==> config.mk <==
export PLATFORM = sky130hd
export DESIGN_NAME = sleep_timer_queue_top
export DESIGN_NICKNAME = d
export VERILOG_FILES = /design/src/sv/stq_pkg.sv /design/src/sv/stq_cell.sv /design/src/sv/sleep_timer_queue_top.sv
export SDC_FILE = /design/constraint.sdc
export NUM_CORES = 2
export LEC_CHECK = 0
export BUFFER_PORTS_ARGS = -buffer_cell sky130_fd_sc_hd__buf_2
export CAP_MARGIN = 25
export CORE_UTILIZATION = 44
export CTS_CLUSTER_DIAMETER = 40
export CTS_CLUSTER_SIZE = 16
export DETAILED_ROUTE_END_ITERATION = 6
export GPL_TIMING_DRIVEN = 0
export HOLD_SLACK_MARGIN = 0.05
export PLACE_DENSITY = 0.68
export SYNTH_ARGS = -nofsm -noshare
export SYNTH_HDL_FRONTEND = slang
export SYNTH_SLANG_ARGS = --single-unit
export TNS_END_PERCENT = 1
==> constraint.sdc <==
create_clock -name i_clk -period 10.9 [get_ports i_clk]
set_input_delay 1.09 -clock i_clk [delete_from_list [all_inputs] [get_ports i_clk]]
set_output_delay 1.09 -clock i_clk [all_outputs]
set_load 0.02 [all_outputs]
==> src/sv/stq_pkg.sv <==
// ----------------------------------------------------------------------------
// stq_pkg: shared types and constants for the sleep timer queue
// Queue sizing, entry layout and control codes for the cell chain and FSM.
// ----------------------------------------------------------------------------
package stq_pkg;

    localparam int QUEUE_DEPTH = 16;
    localparam int MAX_RESULTS = 16;
    localparam int ID_W        = 8;
    localparam int CNT_W       = 16;
    localparam int OCC_W       = $clog2(QUEUE_DEPTH + 1);
    localparam int RUN_W       = $clog2(MAX_RESULTS + 1);

    localparam logic CMD_SLEEP = 1'b0;
    localparam logic CMD_TICK  = 1'b1;

    localparam logic STATUS_WOKEN    = 1'b0;
    localparam logic STATUS_REJECTED = 1'b1;

    typedef struct packed {
        logic [ID_W-1:0]  id;
        logic [CNT_W-1:0] cnt;
    } t_entry;

    typedef enum logic [1:0] {
        CELL_HOLD,
        CELL_INSERT,
        CELL_SHIFT_LEFT,
        CELL_DECREMENT
    } t_cell_op;

    typedef enum logic {
        ST_IDLE,
        ST_RELEASE
    } t_state;

endpackage

==> src/sv/stq_cell.sv <==
// ----------------------------------------------------------------------------
// stq_cell: one slot of the sorted sleep queue
// Holds one entry; inserts, shifts toward the head or counts down on command.
// ----------------------------------------------------------------------------
module stq_cell (
    input  logic            i_clk,
    input  stq_pkg::t_cell_op i_op,
    input  logic            i_occupied,
    input  logic            i_left_keep,
    input  stq_pkg::t_entry i_new,
    input  stq_pkg::t_entry i_left,
    input  stq_pkg::t_entry i_right,
    output stq_pkg::t_entry o_entry,
    output logic            o_keep
);
    import stq_pkg::*;

    t_entry r_entry;
    t_entry n_entry;

    // Stay in place when occupied with a count not above the new one
    assign o_keep  = i_occupied && (r_entry.cnt <= i_new.cnt);
    assign o_entry = r_entry;

    always_comb begin
        n_entry = r_entry;
        case (i_op)
            CELL_INSERT: begin
                if (!o_keep) begin
                    n_entry = i_left_keep ? i_new : i_left;
                end
            end
            CELL_SHIFT_LEFT: begin
                n_entry = i_right;
            end
            CELL_DECREMENT: begin
                if (r_entry.cnt != '0) begin
                    n_entry.cnt = r_entry.cnt - CNT_W'(1);
                end
            end
            default: begin
                n_entry = r_entry;
            end
        endcase
    end

    always_ff @(posedge i_clk) begin
        r_entry <= n_entry;
    end

endmodule

==> src/sv/sleep_timer_queue_top.sv <==
// ----------------------------------------------------------------------------
// sleep_timer_queue_top: sleep queue of process ids ordered by remaining ticks
// A chain of cells keeps entries sorted; ticks release due entries in order.
// ----------------------------------------------------------------------------
// Sleep: busy stays low. A rejected sleep (queue full) gives its result in
//   the cycle after the command.
// Tick: busy stays high while the release state emits each due entry and
//   through the final countdown step back to idle; results come one per
//   cycle, set by the single head-of-chain release path.
// Results are strobed for one cycle and cannot be stalled.
// Reset (i_rst_n, synchronous, active low) empties the queue and idles the
//   controller; cell contents are left as they are and only read once written.
// ----------------------------------------------------------------------------
module sleep_timer_queue_top (
    input  logic                      i_clk,
    input  logic                      i_rst_n,
    input  logic                      start,
    output logic                      busy,
    input  logic                      i_command,
    input  logic [stq_pkg::ID_W-1:0]  i_proc_id,
    input  logic [stq_pkg::CNT_W-1:0] i_duration,
    output logic                      o_strobe,
    output logic [stq_pkg::ID_W-1:0]  o_woken_id,
    output logic                      o_status,
    output logic                      o_last_of_run
);
    import stq_pkg::*;

    // Controller state
    t_state            r_state;
    t_state            n_state;
    logic [OCC_W-1:0]  r_occupancy;
    logic [OCC_W-1:0]  n_occupancy;
    logic [RUN_W-1:0]  r_run;
    logic [RUN_W-1:0]  n_run;

    // Result registers
    logic              r_strobe;
    logic              n_strobe;
    logic [ID_W-1:0]   r_woken_id;
    logic [ID_W-1:0]   n_woken_id;
    logic              r_status;
    logic              n_status;
    logic              r_last;
    logic              n_last;

    // Chain wiring
    t_cell_op          cell_op;
    t_entry            new_entry;
    t_entry            cells    [QUEUE_DEPTH];
    logic              keep     [QUEUE_DEPTH];
    logic              occupied [QUEUE_DEPTH];

    logic              accept;
    logic              full;
    logic              head_due;
    logic              next_due;

    assign accept        = start && !busy;
    assign busy          = (r_state != ST_IDLE);
    assign full          = (r_occupancy >= OCC_W'(QUEUE_DEPTH));
    assign new_entry.id  = i_proc_id;
    assign new_entry.cnt = i_duration;

    // Release the head while it is due and the run limit allows
    assign head_due = (r_occupancy != '0) && (cells[0].cnt <= CNT_W'(1))
                      && (r_run < RUN_W'(MAX_RESULTS));
    // Tell whether the entry behind the head goes out in the same run
    assign next_due = (r_occupancy > OCC_W'(1)) && (cells[1].cnt <= CNT_W'(1))
                      && (r_run < RUN_W'(MAX_RESULTS - 1));

    // ---- cell chain --------------------------------------------------------
    for (genvar g = 0; g < QUEUE_DEPTH; g++) begin : g_cell
        t_entry left_entry;
        t_entry right_entry;
        logic   left_keep;

        assign occupied[g] = (r_occupancy > OCC_W'(g));

        if (g == 0) begin : g_head
            // Head takes the new entry whenever it does not keep its own
            assign left_keep  = 1'b1;
            assign left_entry = new_entry;
        end else begin : g_body
            assign left_keep  = keep[g-1];
            assign left_entry = cells[g-1];
        end

        if (g == QUEUE_DEPTH - 1) begin : g_tail
            // Whatever moves into the tail lies beyond occupancy
            assign right_entry = new_entry;
        end else begin : g_inner
            assign right_entry = cells[g+1];
        end

        stq_cell u_cell (
            .i_clk       (i_clk),
            .i_op        (cell_op),
            .i_occupied  (occupied[g]),
            .i_left_keep (left_keep),
            .i_new       (new_entry),
            .i_left      (left_entry),
            .i_right     (right_entry),
            .o_entry     (cells[g]),
            .o_keep      (keep[g])
        );
    end

    // ---- next state --------------------------------------------------------
    always_comb begin
        n_state = r_state;
        case (r_state)
            ST_IDLE: begin
                if (accept && (i_command == CMD_TICK)) begin
                    n_state = ST_RELEASE;
                end
            end
            ST_RELEASE: begin
                if (!head_due) begin
                    n_state = ST_IDLE;
                end
            end
            default: begin
                n_state = ST_IDLE;
            end
        endcase
    end

    // ---- outputs and datapath control --------------------------------------
    always_comb begin
        cell_op     = CELL_HOLD;
        n_occupancy = r_occupancy;
        n_run       = r_run;
        n_strobe    = 1'b0;
        n_woken_id  = r_woken_id;
        n_status    = r_status;
        n_last      = r_last;
        case (r_state)
            ST_IDLE: begin
                n_run = '0;
                if (accept && (i_command == CMD_SLEEP)) begin
                    if (full) begin
                        // Drop the entry and report the rejection
                        n_strobe   = 1'b1;
                        n_woken_id = i_proc_id;
                        n_status   = STATUS_REJECTED;
                        n_last     = 1'b1;
                    end else begin
                        cell_op     = CELL_INSERT;
                        n_occupancy = r_occupancy + OCC_W'(1);
                    end
                end
            end
            ST_RELEASE: begin
                if (head_due) begin
                    // Emit the head and advance the chain toward it
                    cell_op     = CELL_SHIFT_LEFT;
                    n_occupancy = r_occupancy - OCC_W'(1);
                    n_run       = r_run + RUN_W'(1);
                    n_strobe    = 1'b1;
                    n_woken_id  = cells[0].id;
                    n_status    = STATUS_WOKEN;
                    n_last      = !next_due;
                end else begin
                    // Count down what is left, then idle
                    cell_op = CELL_DECREMENT;
                end
            end
            default: begin
                cell_op = CELL_HOLD;
            end
        endcase
    end

    // ---- registers ---------------------------------------------------------
    always_ff @(posedge i_clk) begin
        if (!i_rst_n) begin
            r_state     <= ST_IDLE;
            r_occupancy <= '0;
            r_run       <= '0;
            r_strobe    <= 1'b0;
        end else begin
            r_state     <= n_state;
            r_occupancy <= n_occupancy;
            r_run       <= n_run;
            r_strobe    <= n_strobe;
        end
    end

    always_ff @(posedge i_clk) begin
        r_woken_id <= n_woken_id;
        r_status   <= n_status;
        r_last     <= n_last;
    end

    assign o_strobe      = r_strobe;
    assign o_woken_id    = r_woken_id;
    assign o_status      = r_status;
    assign o_last_of_run = r_last;

endmodule

# ---- Word-level counts from Yosys, hierarchy flattened
# Cells that the tools add are included.
dict set report word_totals {
  reg_bits 406
  in_bits 28
  out_inout_bits 12
}
dict set report classes {
  add_sub_neg 19
  order_cmp 37
  eq_ne 39
  muxes 105
  bitwise 2
  n_reduce_logical 78
}
# op count
set ops {}
lappend ops {{case mux 16 bit (3 select lines)} 16}
lappend ops {{two-way mux 24 bit} 31}
lappend ops {{case mux 8 bit (2 select lines)} 17}
lappend ops {{less-or-equal comparator 16 bit} 16}
lappend ops {{two-way mux 16 bit} 16}
lappend ops {{nonzero test 16 bit} 16}
lappend ops {{subtractor 16 x 1 -> 16 bit, second input constant} 16}
lappend ops {{AND reduction 3 bit} 18}
lappend ops {{greater-than comparator 5 x 4 -> 1 bit, second input constant} 8}
lappend ops {{!= test 2 bit, second input constant} 19}
lappend ops {{!= test 2 x 1 -> 1 bit, second input constant} 17}
lappend ops {{less-or-equal comparator 16 x 1 -> 1 bit, second input constant} 2}
lappend ops {{AND reduction 2 bit} 16}
lappend ops {{two-way mux 8 bit} 3}
lappend ops {{logical AND 1 bit} 23}
lappend ops {{greater-than comparator 5 x 3 -> 1 bit, second input constant} 4}
lappend ops {{two-way mux 5 bit} 4}
lappend ops {{case mux 5 bit (2 select lines)} 2}
lappend ops {{two-way mux 1 bit} 11}
lappend ops {{adder 5 x 1 -> 5 bit, second input constant} 2}
lappend ops {{greater-than comparator 5 x 1 -> 1 bit, second input constant} 2}
lappend ops {{greater-than comparator 5 x 2 -> 1 bit, second input constant} 2}
lappend ops {{case mux 1 bit (2 select lines)} 4}
lappend ops {{greater-or-equal comparator 5 bit, second input constant} 1}
lappend ops {{11 further kinds} 14}

# ---- Depth between registers and ports, before layout
dict set report depth {
  depth_word 8
  ltp_mapped 12
}

# ---- Modules after synthesis
# A second synthesis with hierarchy kept.
dict set report hier_totals {
  hier_cells 3614
  area_unflattened_um2 34750.8
}
# mod n_inst cells_each area_each_um2
set modules_own_cells {}
lappend modules_own_cells {{stq_cell (g_cell[0].u_cell ...)} 13 216 2089.5}
lappend modules_own_cells {{stq_cell (g_cell[13].u_cell)} 1 217 2089.5}
lappend modules_own_cells {{stq_cell (g_cell[8].u_cell)} 1 216 2088.3}
lappend modules_own_cells {{stq_cell (g_cell[9].u_cell)} 1 216 2023.2}
lappend modules_own_cells {sleep_timer_queue_top 1 157 1386.3}

# ---- Least setup slack after synthesis
# OpenSTA, ideal clock, no wires.
dict set report synth_path {
  path_kind {in2reg}
  startpoint {input port i_duration[15] in the netlist's numbering}
  endpoint {register g_cell[13].u_cell.r_entry, in the netlist g_cell[13].u_cell.o_entry[0] (enable)}
  t_arrival_ns 4.290
  required_time_ns 10.481
  path_slack_ns 6.191
  path_stages 9
  path_buffers 2
  cell_sequence {clkbuf_1 -> inv_1 -> ha_1 -> nand4_1 -> a2111o_1 -> o211ai_1 -> clkbuf_1 -> a211oi_1 -> a311oi_1}
}
dict set report synth_via {
  elab_chain_len 4
}
# item line
set synth_lines {}
lappend synth_lines {{from (decl)} sleep_timer_queue_top.sv:21} ;# input logic [stq_pkg::CNT_W-1:0] i_duration,
lappend synth_lines {{less-or-equal comparator 16 bit} stq_cell.sv:22} ;# assign o_keep = i_occupied && (r_entry.cnt <= i_new.cnt);
lappend synth_lines {{logical AND 1 bit} stq_cell.sv:22}
lappend synth_lines {{!= test 2 bit (no source line)} n/a}
lappend synth_lines {{AND reduction 3 bit (no source line)} n/a}
lappend synth_lines {{to (signal assigned)} stq_cell.sv:48} ;# r_entry <= n_entry;
lappend synth_lines {{to (decl)} stq_cell.sv:18} ;# t_entry r_entry;
# Every way passes these cells.
# A chain may end at the register's enable or synchronous reset.

# ---- Worst setup path in the final report
dict set report layout_path {
  startpoint {input port i_duration[15] in the netlist's numbering}
  endpoint {register g_cell[14].u_cell.r_entry, in the netlist g_cell[14].u_cell.o_entry[19] (enable)}
}
dict set report layout_via {
  elab_chain_len 4
}
# item line
set layout_lines {}
lappend layout_lines {{less-or-equal comparator 16 bit} stq_cell.sv:22}
lappend layout_lines {{logical AND 1 bit} stq_cell.sv:22}
lappend layout_lines {{!= test 2 bit (no source line)} n/a}
lappend layout_lines {{AND reduction 2 bit (no source line)} n/a}
lappend layout_lines {{to (signal assigned)} stq_cell.sv:48}
lappend layout_lines {{to (decl)} stq_cell.sv:18}
# Every way passes these cells.

==> qor.json <==
{
  "result_of_the_run": "complete, but fails checks",
  "violations": "design-rule violations",
  "fillCellCount": 7846,
  "area_of_all_sequential_standard_cells_um2": 12070,
  "std_cell_rows": 105,
  "worst-slew-pin-transition_ns": 1.294,
  "syn-cell-area_um2": 36840,
  "worst_clock_skew_ns": 0.03749,
  "ctsHoldBuffers": 0,
  "synth_adder_area_share_pct": 9.577,
  "cellLeakagePower_nw": 15.68,
  "worst_hold_path_type": "flip-flop to flip-flop",
  "wl_per_cell_um": 41.63,
  "critical_path_required_ns": 11.19,
  "portBuffers": 30,
  "hold_path_depth": 2,
  "die_area_um2": 84900,
  "clock_path_buffers": 3,
  "synth_enable_flop_cells": 394,
  "ant_nets": 0,
  "postCtsSetupBuffers": 0,
  "first_iter_violations": 8090,
  "die_width_um": 291.4,
  "synth-async-reset-ratio_pct": 0,
  "place_hpwl_um": 177900,
  "power_density_nw_per_um2": 165.5,
  "sequential_to_total_area_share_from_yosys_stat_pct": 32.76,
  "rr_endpoint": "g_cell[1].u_cell.o_entry[14]",
  "cts_tree": "built",
  "start_util_pct": 44.66,
  "start_kind": "input port",
  "number_of_h_tree_branching_levels": 3,
  "number_of_global_route_vias_before_repair": 39920,
  "main_combinational_cell_family_by_area_after_synthesis": "compound AO/OA/AOI/OAI gates",
  "chipHeight_um": 291.4,
  "max-slew-margin-rel_pct": 13.67,
  "worstSetupEndpointType": "flip-flop",
  "multi_input_area_um2": 23030,
  "placeableCoreArea_um2": 82500,
  "synthesis.instances": 4248,
  "drc": 1,
  "ys_dominant_reg_cell": "sky130_fd_sc_hd__edfxtp_1",
  "final_max_slew_viol_count": 0,
  "viasPerCell": 7.723,
  "yosysTopAreaCellShare_pct": 32.11,
  "insertion_delay_ns": 0.70,
  "drt_wl_total_um": 235200,
  "synth_largest_area_cell": "sky130_fd_sc_hd__edfxtp_1",
  "yosysWarnings": 0,
  "post_synth.cell_area_avg_um2": 8.673,
  "crit_path_time_final_ns": 6.481,
  "vdd.ir_drop.worst_mv": 0.1132,
  "via_count": 43630,
  "fraction_of_final_layout_cells_sized_beyond_drive_strength_1_pct": 12.46,
  "clk_transition_reported_paths_ns": 0.04,
  "detailedRoute.firstPassIterationCount": 7,
  "clkSinkCount": 406,
  "grt_max_degree": 20,
  "dpl_worst_slack_ns": 4.390,
  "post-route-period-util_pct": 59.46,
  "synth-seq-cells": 406,
  "report.power.total_w": 0.007187,
  "ys_top_cells_by_area": "sky130_fd_sc_hd__edfxtp_1, sky130_fd_sc_hd__ha_1, sky130_fd_sc_hd__nor3_1",
  "grt_overflow": 0,
  "synth_compound_gate_area_share_pct": 26.71,
  "floorplan.io_pins": 40,
  "muxShareOfSynthArea_pct": 0.8897,
  "hold_start": "r_run[1]",
  "antenna_violations_before_repair": 18,
  "unrepaired_setup_endpoints_after_global_routing": "false",
  "nNetsFinal": 4797,
  "synth_common_cells": "sky130_fd_sc_hd__edfxtp_1, sky130_fd_sc_hd__nor2_1, sky130_fd_sc_hd__nor3_1",
  "yosys.area_share.xor_xnor_pct": 4.849,
  "grt_pass1_wl_um": 319100,
  "grt_util_all_layers_pct": 53.70,
  "timing.final.setup_violations": 0,
  "cts-buffers-inserted": 96,
  "worstRegToRegCells": 7,
  "ctsRootBufferMaster": "sky130_fd_sc_hd__clkbuf_16",
  "hold_viol_final": 0,
  "timing.final.ws_setup_ns": 4.419,
  "synth-simple-area-share_pct": 20.03,
  "reg2reg_slack_ns": 4.66,
  "area.growth.synth_to_final_pct": 17.88,
  "worstSetupPathType": "input port to flip-flop",
  "critPathArrivalTime_ns": 6.77,
  "max_clock_freq_mhz": 154.3,
  "maxCapViolations": 0,
  "synth_cell_type_count": 88,
  "hold_end": "r_run[1]",
  "regToRegStartpoint": "busy",
  "cts.repair.resized": 0,
  "critPathMaxFanout": 17,
  "gp_congestion": 1.102,
  "final.setup.tns_ns": 0,
  "synth_nets": 4558,
  "final_core_utilization_pct": 52.64
}
==> critical path, cell delays in order <==
cell                       delay, ns
sky130_fd_sc_hd__clkbuf_1       0.73
sky130_fd_sc_hd__inv_2          0.76
sky130_fd_sc_hd__ha_1           0.56
sky130_fd_sc_hd__nand4_1        0.16
sky130_fd_sc_hd__or3_1          0.45
sky130_fd_sc_hd__a21oi_1        0.24
sky130_fd_sc_hd__or3_1          0.31
sky130_fd_sc_hd__clkbuf_1       0.75
sky130_fd_sc_hd__o21ai_0        0.66
sky130_fd_sc_hd__a21oi_1        1.02
==> logic make-up after synthesis <==
group,after synthesis
buf+inv,487
flops,406
simple gates,1489
mux,31
compound gates,1349
fa+ha+maj,282
xor+xnor,204
==> registers in the layout, summed over array words and instances, names as in the netlist <==
name / count
o_woken_id: 8
o_status: 1
o_strobe: 1
r_occupancy: 5
r_run: 5
o_last_of_run: 1
busy: 1
g_cell.u_cell.o_entry: 384
==> layer usage <==
layer	up-vias	share of wire (%)	global-route usage [%]
li1	17290	-	-
met1	20780	35	64.39
met2	4270	38	73.81
met3	1282	16	23.36
met4	14	11	44.12
met5	-	0.058	0
==> stage by stage <==
| step | hold slack, ns | area (µm²) | cells |
|---|---|---|---|
| 2_1_floorplan | 0.4581 | 36840 | 4248 |
| 3_3_place_gp | 0.4719 | 38330 | 5348 |
| 3_5_place_dp | 0.4789 | 39920 | 5452 |
| 4_1_cts | 0.4847 | 43300 | 5630 |
| 5_1_grt | 0.5145 | 43400 | 5637 |
| 6_report | 0.4870 | 43430 | 5649 |
==> how the worst max path moves through the flow <==
| stage | from | to | depth (start not counted) |
|---|---|---|---|
| finish | i_duration[15] | g_cell[14].u_cell.o_entry[19] | 10 |
| detailed placement | i_duration[15] | g_cell[14].u_cell.o_entry[19] | 10 |
| floorplan | i_duration[15] | g_cell[13].u_cell.o_entry[0] | 9 |
| CTS | i_duration[15] | g_cell[14].u_cell.o_entry[19] | 10 |
| global placement | i_duration[15] | g_cell[13].u_cell.o_entry[13] | 8 |
| global route | i_duration[15] | g_cell[14].u_cell.o_entry[18] | 10 |
==> where the power goes <==
part	switching, W	total, W	internal (W)
Sequential	0.000291	0.00223	0.00194
Clock	0.00107	0.00311	0.00204
Combinational	0.00120	0.00184	0.000640
==> cell type report <==
type | count | share of cell area, %
diodes | 12 | 0.06914
repair buffers | 141 | 3.834
clock buffers | 108 | 5.805
inverters | 133 | 1.149
clock inverters | 70 | 1.982
plain buffers | 354 | 3.258
multi-input cells | 3355 | 53.02
flip-flops and latches | 406 | 27.79
well taps | 1070 | 3.082
==> placed cells by master (no fill, tap or decap), types with 67 or more instances in the layout <==
cell type	instances
sky130_fd_sc_hd__xor2_1	85
sky130_fd_sc_hd__a221oi_1	109
sky130_fd_sc_hd__ha_1	282
sky130_fd_sc_hd__buf_2	89
sky130_fd_sc_hd__a211oi_1	137
sky130_fd_sc_hd__o21ai_0	200
sky130_fd_sc_hd__o221a_2	103
sky130_fd_sc_hd__nor4_1	67
sky130_fd_sc_hd__nand2_1	290
sky130_fd_sc_hd__edfxtp_1	394
sky130_fd_sc_hd__nor3_1	303
sky130_fd_sc_hd__nand3_1	102
sky130_fd_sc_hd__a21oi_1	207
sky130_fd_sc_hd__inv_1	118
sky130_fd_sc_hd__xnor2_1	119
sky130_fd_sc_hd__nor2_1	382
sky130_fd_sc_hd__o22ai_1	134
sky130_fd_sc_hd__nand4_1	74
sky130_fd_sc_hd__clkbuf_1	282
sky130_fd_sc_hd__clkbuf_16	99
(Power assumes the default switching activity.)
